<file path="src/rtl/sors_pkg.sv">
// Shared types and constants of the servo ordered ramp sequencer.
// No dependencies.
`timescale 1ns / 1ps

package sors_pkg;

  localparam int NUM_SERVOS  = 6;
  localparam int SERVO_SLOTS = 8;
  localparam int ORDER_SLOTS = 6;
  localparam int NUM_W       = 3;
  localparam int ANGLE_W     = 8;
  localparam int ORDER_W     = ORDER_SLOTS * NUM_W;
  localparam int TICKS_W     = 15;

  localparam logic [1:0] MODE_LOAD  = 2'd0;
  localparam logic [1:0] MODE_START = 2'd1;
  localparam logic [1:0] MODE_TICK  = 2'd2;

  localparam logic KIND_WRITE = 1'b0;
  localparam logic KIND_DONE  = 1'b1;

  typedef struct packed {
    logic [1:0]         mode;
    logic [NUM_W-1:0]   servo_index;
    logic [ANGLE_W-1:0] target_position;
    logic [ORDER_W-1:0] move_order;
    logic [TICKS_W-1:0] step_ticks;
  } item_t;

  typedef struct packed {
    logic               kind;
    logic [NUM_W-1:0]   servo_out;
    logic [ANGLE_W-1:0] angle;
  } result_t;

  function automatic logic [ANGLE_W-1:0] home_pos(input logic [NUM_W-1:0] idx);
    logic [ANGLE_W-1:0] pos;
    case (idx)
      3'd0:    pos = 8'd76;
      3'd1:    pos = 8'd21;
      3'd2:    pos = 8'd12;
      3'd3:    pos = 8'd14;
      3'd4:    pos = 8'd11;
      3'd5:    pos = 8'd37;
      default: pos = 8'd0;
    endcase
    return pos;
  endfunction

endpackage

</file>
<file path="src/rtl/sors_in_reg.sv">
// Request input register of the servo ordered ramp sequencer.
// Depends on sors_pkg.
`timescale 1ns / 1ps

module sors_in_reg (
  input  logic           clk,
  input  logic           rst,
  input  logic           req_valid,
  output logic           req_ready,
  input  sors_pkg::item_t req_item,
  input  logic           fire,
  output logic           item_valid,
  output sors_pkg::item_t item
);

  assign req_ready = !item_valid || fire;

  always_ff @(posedge clk) begin
    if (rst) begin
      item_valid <= 1'b0;
    end else if (req_valid && req_ready) begin
      item_valid <= 1'b1;
    end else if (fire) begin
      item_valid <= 1'b0;
    end
  end

  always_ff @(posedge clk) begin
    if (req_valid && req_ready) begin
      item <= req_item;
    end
  end

endmodule

</file>
<file path="src/rtl/sors_core.sv">
// Sequencer state and its combinational update for one request.
// Depends on sors_pkg.
`timescale 1ns / 1ps

module sors_core (
  input  logic             clk,
  input  logic             rst,
  input  logic             fire,
  input  sors_pkg::item_t  item,
  output logic             has_res,
  output sors_pkg::result_t res
);

  logic [sors_pkg::ANGLE_W-1:0] last_pos [sors_pkg::SERVO_SLOTS];
  logic [sors_pkg::ANGLE_W-1:0] tgt      [sors_pkg::SERVO_SLOTS];
  logic [sors_pkg::ORDER_W-1:0] order;
  logic [sors_pkg::NUM_W-1:0]   slot;
  logic [sors_pkg::ANGLE_W-1:0] cur;
  logic [sors_pkg::TICKS_W-1:0] wait_cnt;
  logic [sors_pkg::TICKS_W-1:0] delay;
  logic                         running;
  logic                         ramping;

  logic [sors_pkg::ANGLE_W-1:0] last_pos_next [sors_pkg::SERVO_SLOTS];
  logic [sors_pkg::ANGLE_W-1:0] tgt_next      [sors_pkg::SERVO_SLOTS];
  logic [sors_pkg::ORDER_W-1:0] order_next;
  logic [sors_pkg::NUM_W-1:0]   slot_next;
  logic [sors_pkg::ANGLE_W-1:0] cur_next;
  logic [sors_pkg::TICKS_W-1:0] wait_cnt_next;
  logic [sors_pkg::TICKS_W-1:0] delay_next;
  logic                         running_next;
  logic                         ramping_next;

  logic [sors_pkg::SERVO_SLOTS-1:0] differs;
  logic [sors_pkg::ORDER_SLOTS-1:0] work;
  logic                             found;
  logic [sors_pkg::NUM_W-1:0]       found_slot;
  logic [sors_pkg::NUM_W-1:0]       sel_slot;
  logic [sors_pkg::NUM_W-1:0]       sel_num;
  logic [sors_pkg::NUM_W-1:0]       sel_servo;
  logic [sors_pkg::ANGLE_W-1:0]     cur_ang;
  logic [sors_pkg::ANGLE_W-1:0]     tgt_ang;

  always_comb begin
    logic [sors_pkg::NUM_W-1:0] num;
    for (int i = 0; i < sors_pkg::SERVO_SLOTS; i++) begin
      differs[i] = tgt[i] != last_pos[i];
    end
    for (int k = 0; k < sors_pkg::ORDER_SLOTS; k++) begin
      num = order[k*sors_pkg::NUM_W +: sors_pkg::NUM_W];
      work[k] = (num != '0) && (num <= sors_pkg::NUM_W'(sors_pkg::NUM_SERVOS)) &&
                differs[num - 3'd1];
    end
  end

  // first slot at or after the current one that has a move to make
  always_comb begin
    found = 1'b0;
    found_slot = '0;
    for (int k = sors_pkg::ORDER_SLOTS - 1; k >= 0; k--) begin
      if (work[k] && (sors_pkg::NUM_W'(k) >= slot)) begin
        found = 1'b1;
        found_slot = sors_pkg::NUM_W'(k);
      end
    end
  end

  always_comb begin
    sel_slot = ramping ? slot : found_slot;
    sel_num = '0;
    for (int k = 0; k < sors_pkg::ORDER_SLOTS; k++) begin
      if (sel_slot == sors_pkg::NUM_W'(k)) begin
        sel_num = order[k*sors_pkg::NUM_W +: sors_pkg::NUM_W];
      end
    end
    sel_servo = sel_num - 3'd1;
    cur_ang = ramping ? cur : last_pos[sel_servo];
    tgt_ang = tgt[sel_servo];
  end

  always_comb begin
    last_pos_next = last_pos;
    tgt_next      = tgt;
    order_next    = order;
    slot_next     = slot;
    cur_next      = cur;
    wait_cnt_next = wait_cnt;
    delay_next    = delay;
    running_next  = running;
    ramping_next  = ramping;
    has_res       = 1'b0;
    res           = '0;
    if (fire) begin
      case (item.mode)
        sors_pkg::MODE_LOAD: begin
          if (!running &&
              item.servo_index < sors_pkg::NUM_W'(sors_pkg::NUM_SERVOS)) begin
            tgt_next[item.servo_index] = item.target_position;
          end
        end
        sors_pkg::MODE_START: begin
          if (!running) begin
            order_next    = item.move_order;
            delay_next    = item.step_ticks;
            slot_next     = '0;
            wait_cnt_next = '0;
            cur_next      = '0;
            ramping_next  = 1'b0;
            running_next  = 1'b1;
          end
        end
        sors_pkg::MODE_TICK: begin
          if (running) begin
            if (wait_cnt != '0) begin
              wait_cnt_next = wait_cnt - 15'd1;
            end else if (!ramping && !found) begin
              for (int i = 0; i < sors_pkg::NUM_SERVOS; i++) begin
                last_pos_next[i] = tgt[i];
              end
              running_next = 1'b0;
              slot_next    = '0;
              has_res      = 1'b1;
              res.kind     = sors_pkg::KIND_DONE;
            end else begin
              has_res       = 1'b1;
              res.kind      = sors_pkg::KIND_WRITE;
              res.servo_out = sel_servo;
              res.angle     = cur_ang;
              wait_cnt_next = delay;
              if (cur_ang == tgt_ang) begin
                ramping_next = 1'b0;
                slot_next    = sel_slot + 3'd1;
              end else begin
                ramping_next = 1'b1;
                slot_next    = sel_slot;
                cur_next     = (cur_ang < tgt_ang) ? cur_ang + 8'd1 : cur_ang - 8'd1;
              end
            end
          end
        end
        default: begin
        end
      endcase
    end
  end

  always_ff @(posedge clk) begin
    if (rst) begin
      for (int i = 0; i < sors_pkg::SERVO_SLOTS; i++) begin
        last_pos[i] <= sors_pkg::home_pos(sors_pkg::NUM_W'(i));
        tgt[i]      <= sors_pkg::home_pos(sors_pkg::NUM_W'(i));
      end
      order    <= '0;
      slot     <= '0;
      cur      <= '0;
      wait_cnt <= '0;
      delay    <= '0;
      running  <= 1'b0;
      ramping  <= 1'b0;
    end else begin
      last_pos <= last_pos_next;
      tgt      <= tgt_next;
      order    <= order_next;
      slot     <= slot_next;
      cur      <= cur_next;
      wait_cnt <= wait_cnt_next;
      delay    <= delay_next;
      running  <= running_next;
      ramping  <= ramping_next;
    end
  end

endmodule

</file>
<file path="src/rtl/sors_out_reg.sv">
// Result register of the servo ordered ramp sequencer.
// Depends on sors_pkg.
`timescale 1ns / 1ps

module sors_out_reg (
  input  logic              clk,
  input  logic              rst,
  input  logic              fire,
  input  logic              has_res,
  input  sors_pkg::result_t res,
  input  logic              rsp_ready,
  output logic              rsp_valid,
  output sors_pkg::result_t rsp
);

  always_ff @(posedge clk) begin
    if (rst) begin
      rsp_valid <= 1'b0;
    end else if (fire) begin
      rsp_valid <= has_res;
    end else if (rsp_ready) begin
      rsp_valid <= 1'b0;
    end
  end

  always_ff @(posedge clk) begin
    if (fire && has_res) begin
      rsp <= res;
    end
  end

endmodule

</file>
<file path="src/rtl/servo_ordered_ramp_sequencer.sv">
// Top level of the servo ordered ramp sequencer.
// Depends on sors_pkg, sors_in_reg, sors_core and sors_out_reg.
`timescale 1ns / 1ps

// Ramps up to six servos one after another in a programmed order. A load
// request sets one target, a start request takes the move order and the
// ticks to wait after each one-degree write, and tick requests step the
// ramps; each tick gives at most one angle write, and the end of the order
// gives a done result that commits all targets. One request is taken every
// cycle while the result is not stalled; a request passes the input register
// and one state update into the result register.
// Only a stalled result (rsp_valid high, rsp_ready low) holds back new
// requests.
module servo_ordered_ramp_sequencer (
  input  logic        clk,
  input  logic        rst,
  input  logic        req_valid,
  output logic        req_ready,
  input  logic [1:0]  mode,
  input  logic [2:0]  servo_index,
  input  logic [7:0]  target_position,
  input  logic [17:0] move_order,
  input  logic [14:0] step_ticks,
  output logic        rsp_valid,
  input  logic        rsp_ready,
  output logic        kind,
  output logic [2:0]  servo_out,
  output logic [7:0]  angle
);

  sors_pkg::item_t   req_item;
  sors_pkg::item_t   item;
  sors_pkg::result_t res;
  sors_pkg::result_t rsp;
  logic              item_valid;
  logic              fire;
  logic              has_res;

  assign req_item.mode            = mode;
  assign req_item.servo_index     = servo_index;
  assign req_item.target_position = target_position;
  assign req_item.move_order      = move_order;
  assign req_item.step_ticks      = step_ticks;

  assign fire = item_valid && (!rsp_valid || rsp_ready);

  sors_in_reg u_in (
    .clk        (clk),
    .rst        (rst),
    .req_valid  (req_valid),
    .req_ready  (req_ready),
    .req_item   (req_item),
    .fire       (fire),
    .item_valid (item_valid),
    .item       (item)
  );

  sors_core u_core (
    .clk     (clk),
    .rst     (rst),
    .fire    (fire),
    .item    (item),
    .has_res (has_res),
    .res     (res)
  );

  sors_out_reg u_out (
    .clk       (clk),
    .rst       (rst),
    .fire      (fire),
    .has_res   (has_res),
    .res       (res),
    .rsp_ready (rsp_ready),
    .rsp_valid (rsp_valid),
    .rsp       (rsp)
  );

  assign kind      = rsp.kind;
  assign servo_out = rsp.servo_out;
  assign angle     = rsp.angle;

endmodule

</file>
<file path="config.mk">
export PLATFORM = sky130hd
export DESIGN_NAME = servo_ordered_ramp_sequencer
export DESIGN_NICKNAME = d
export VERILOG_FILES = /design/src/rtl/sors_pkg.sv /design/src/rtl/sors_in_reg.sv /design/src/rtl/sors_core.sv /design/src/rtl/sors_out_reg.sv /design/src/rtl/servo_ordered_ramp_sequencer.sv
export SDC_FILE = /design/constraint.sdc
export NUM_CORES = 1
export LEC_CHECK = 0
export BUFFER_PORTS_ARGS = -buffer_cell sky130_fd_sc_hd__clkbuf_2
export CORE_MARGIN = 2
export CORE_UTILIZATION = 55
export CTS_CLUSTER_SIZE = 12
export DETAILED_ROUTE_END_ITERATION = 7
export GPL_TIMING_DRIVEN = 0
export PLACE_DENSITY_LB_ADDON = 0.2
export SYNTH_ARGS = -nofsm -noshare
export SYNTH_HDL_FRONTEND = slang
export SYNTH_SLANG_ARGS = --single-unit
</file>
<file path="constraint.sdc">
create_clock -name clk -period 13.1 [get_ports clk]
set_clock_uncertainty 0.05 [all_clocks]
set_input_delay 0.655 -clock clk [delete_from_list [all_inputs] [get_ports clk]]
set_output_delay 0.655 -clock clk [all_outputs]
set_load 0.02 [all_outputs]
</file>
==> flow_metrics.py <==
metrics = {
    "pwr": {
        "swShare_pct": 26.2,
        "p_int_mw": 1.28,
        "ir_worst_vdd_uv": 111,
        "power_frac_clock_pct": 42.0,
        "power.switching_mw": 0.452,
        "seq_power_share_pct": 44.4,
        "p_leak_nw": 5.25,
        "p_per_area_mw_per_mm2": 129,
        "combPwrFrac_pct": 13.5,
    },
    "worst_setup_path": {
        "r2r_end": "u_core.cur[6]",
        "cp-end-kind": "register",
        "required_ns": 13.52,
        "worstSetupPathType": "register to register",
        "slowest_delay_ns": 0.90,
        "r2r_start": "u_core.tgt[41]",
        "reg2regPathDepth": 34,
        "startpoint_type": "register",
        "path_max_fanout": 10,
        "crit_slowest_cell": "nor4_1",
        "crit_arrival_ns": 11.79,
        "rrSetupSlack_ns": 1.73,
    },
    "detailed_routing": {
        "vias_per_cell": 5.89,
        "drt-total-wl_um": 31500,
        "routedWlPerCell_um": 18.9,
        "drtIter0Drc": 969,
        "drcViolationCount": 0,
        "vias": 9802,
        "drtPass1Iterations": 6,
        "drt.antenna.violating_nets": 0,
    },
    "placed_design": {
        "dp_hpwl_um": 23400,
        "place_area_sq_mm": 0.0125,
        "place_congestion": 0.959,
        "port_buffers": 63,
    },
    "sta": {
        "fmax_ghz": 0.0880,
        "maxSlewViolCount": 0,
        "worst_pin_slew_ns": 1.14,
        "holdWs_ns": 0.220,
        "hold_viol": 0,
        "timing.final.crit_share_pct": 86.8,
        "grt_setup_unrepaired": "no",
        "slew_headroom_pct": 23.5,
        "min_period_ns": 11.37,
        "setup_viol": 0,
        "fin_setup_tns_ns": 0,
    },
    "yosys": {
        "synth-seq-area-share_pct": 44.3,
        "ys_warn_count": 0,
        "async_flop_share_pct": 0,
        "synth-seq-cells": 233,
        "synth_cell_types": 76,
        "synth_area_leaders": "dfxtp_1, edfxtp_1, nand2_1",
        "synth.avg_cell_area_sq_um": 9.29,
        "syn-num-nets": 1369,
        "synth_top_area_cell": "dfxtp_1",
        "synth_top_cell_area_share_pct": 29.6,
        "synthesis.area_sq_mm": 0.0119,
        "ys.flop_type": "dfxtp_1",
        "synth_edf_count": 58,
        "netlist_instances": 1276,
    },
    "clocking": {
        "path_clk_slew_ns": 0.06,
        "clk_latency_ns": 0.56,
        "hold_buffers": 0,
        "post_cts_buffers": 0,
        "cts_tree": "done",
        "ctsRootBufferMaster": "clkbuf_16",
        "cts_made_buffers": 26,
        "postCtsResizedCells": 0,
        "cts_sinks": 233,
        "h-tree-depth": 1,
        "cts_buffer_depth": 3,
    },
    "floorplanning": {
        "die_w_um": 151,
        "core_sq_mm": 0.0211,
        "io_pins": 64,
        "die-area_sq_mm": 0.0227,
        "start_util_pct": 56.2,
        "num_rows": 53,
        "die_h_um": 151,
    },
    "cells_and_area": {
        "drive_above_1_share_pct": 11.3,
        "area_delta_synth_final_pct": 13.0,
        "final_cell_mix": "nand2_1, dfxtp_1, a21oi_1, nor2_1, clkbuf_1",
        "mostFrequentLayoutCell": "nand2_1",
        "finalInstanceArea_sq_mm": 0.0134,
        "nets": 1461,
        "n_antenna_cell": 0,
    },
    "global_route": {
        "grt_use_total_pct": 28.3,
        "grt_max_degree": 36,
        "grt.overflow.total": 0,
        "antenna_found_initial": 0,
        "first_global_vias": 9090,
        "grt_pass1_wl_um": 49700,
    },
    "worst_hold_path": {
        "min_to": "u_in.item[39]",
        "min_path_type": "input port to register",
        "hold_depth": 1,
        "holdCritStartpoint": "target_position[6]",
    },
    "run_status": {
        "status": "finished, final reports clean",
    },
    "job": {
        "cap_violations": 0,
    },
}
synth_stat cells (4+ instances only):
library cell	instances
a211o_1	18
a211oi_1	5
a21o_1	6
a21oi_1	107
a221oi_1	7
a22oi_1	8
a31oi_1	7
and2_1	14
and3_1	6
clkbuf_1	57
dfxtp_1	175
edfxtp_1	58
ha_1	42
inv_1	38
mux2i_1	48
mux4_2	26
nand2_1	241
nand2b_1	9
nand3_1	21
nand3b_1	21
nand4_1	9
nor2_1	107
nor2b_1	32
nor3_1	15
nor4_1	12
nor4_2	6
o2111ai_1	9
o211ai_1	5
o21ai_0	31
or3_1	7
or4_1	4
or4_4	4
xnor2_1	8
xor2_1	54
cells by family (layout without fill, tap and decap cells):
logic type      count (synthesis)  in the layout  share of synthesized area (%)
buf+inv                       103            215                           3.39
mux                            75             75                           9.09
fa+ha+maj                      43             43                           4.60
simple gates                  523            523                           21.0
compound gates                237            237                           13.1
flops                         233            233                           44.3
xor+xnor                       62             62                           4.58
worst max path at each step:
stage | start | slack, ns | cells past startpoint | end
floorplan | u_core.order[3] | 4.72 | 38 | u_core.cur[6]
finish | u_core.tgt[41] | 1.73 | 34 | u_core.cur[6]
global route | u_core.tgt[41] | 1.23 | 36 | u_core.cur[6]
CTS | u_core.tgt[41] | 2.09 | 34 | u_core.cur[6]
detailed placement | u_core.tgt[41] | 2.14 | 34 | u_core.cur[6]
global placement | u_core.tgt[41] | 2.23 | 34 | u_core.cur[6]
power by group through the flow:
stage	Clock (mW)	Combinational (mW)	Sequential (mW)
after floorplan	0	0.172	0.778
after global placement	0	0.225	0.783
after detailed placement	0	0.230	0.783
after CTS	0.736	0.232	0.768
after global routing	0.767	0.260	0.770
final	0.727	0.234	0.768
worst max-delay path: cells and delay by family (launching register included):
kind / cells / cell delay (ns)
adder cells (fa/ha/maj): 4 / 1.39
AND/OR/NAND/NOR: 8 / 2.61
AO/OA/AOI/OAI: 10 / 3.13
flip-flops: 1 / 0.35
buffers and inverters: 8 / 2.62
XOR/XNOR: 2 / 0.36
multiplexers: 2 / 0.75
registers in the layout, summed over array words and instances (netlist names):
register / cells
u_out.rsp: 12
u_core.ramping: 1
u_core.slot: 3
u_core.delay: 15
u_core.last_pos: 48
u_in.item_valid: 1
u_in.item: 46
u_core.wait_cnt: 15
u_core.tgt: 64
u_core.order: 18
u_core.running: 1
u_out.rsp_valid: 1
u_core.cur: 8
layer usage:
layer	global-route usage, %	part of all wire [%]	wire (um)	up-vias
li1	-	-	-	4686
met1	40.1	43	13600	4618
met2	43.5	44	13900	430
met3	6.05	9.8	3080	68
met4	9.07	3.0	930	0
met5	0	0	0	-
cell type report:
| cell class | instances | area, sq um |
|---|---|---|
| Fill cell | 1793 | 7690 |
| Multi-Input combinational cell | 940 | 6210 |
| Sequential cell | 233 | 5250 |
| Clock buffer | 43 | 786 |
| Tap cell | 275 | 344 |
| Timing Repair Buffer | 64 | 335 |
| Buffer | 63 | 251 |
| Inverter | 40 | 150 |
| Clock inverter | 5 | 77.6 |
per-stage QoR:
stage	std cells	utilization [%]	worst slack [ns]	power, mW
after global placement	1614	59.3	2.23	1.01
final	1663	63.5	1.73	1.73
after detailed placement	1615	59.4	2.14	1.01
after CTS	1663	63.5	2.09	1.74
after global routing	1663	63.5	1.23	1.80
after floorplan	1276	-	4.72	0.950
(Power assumes the default switching activity.)
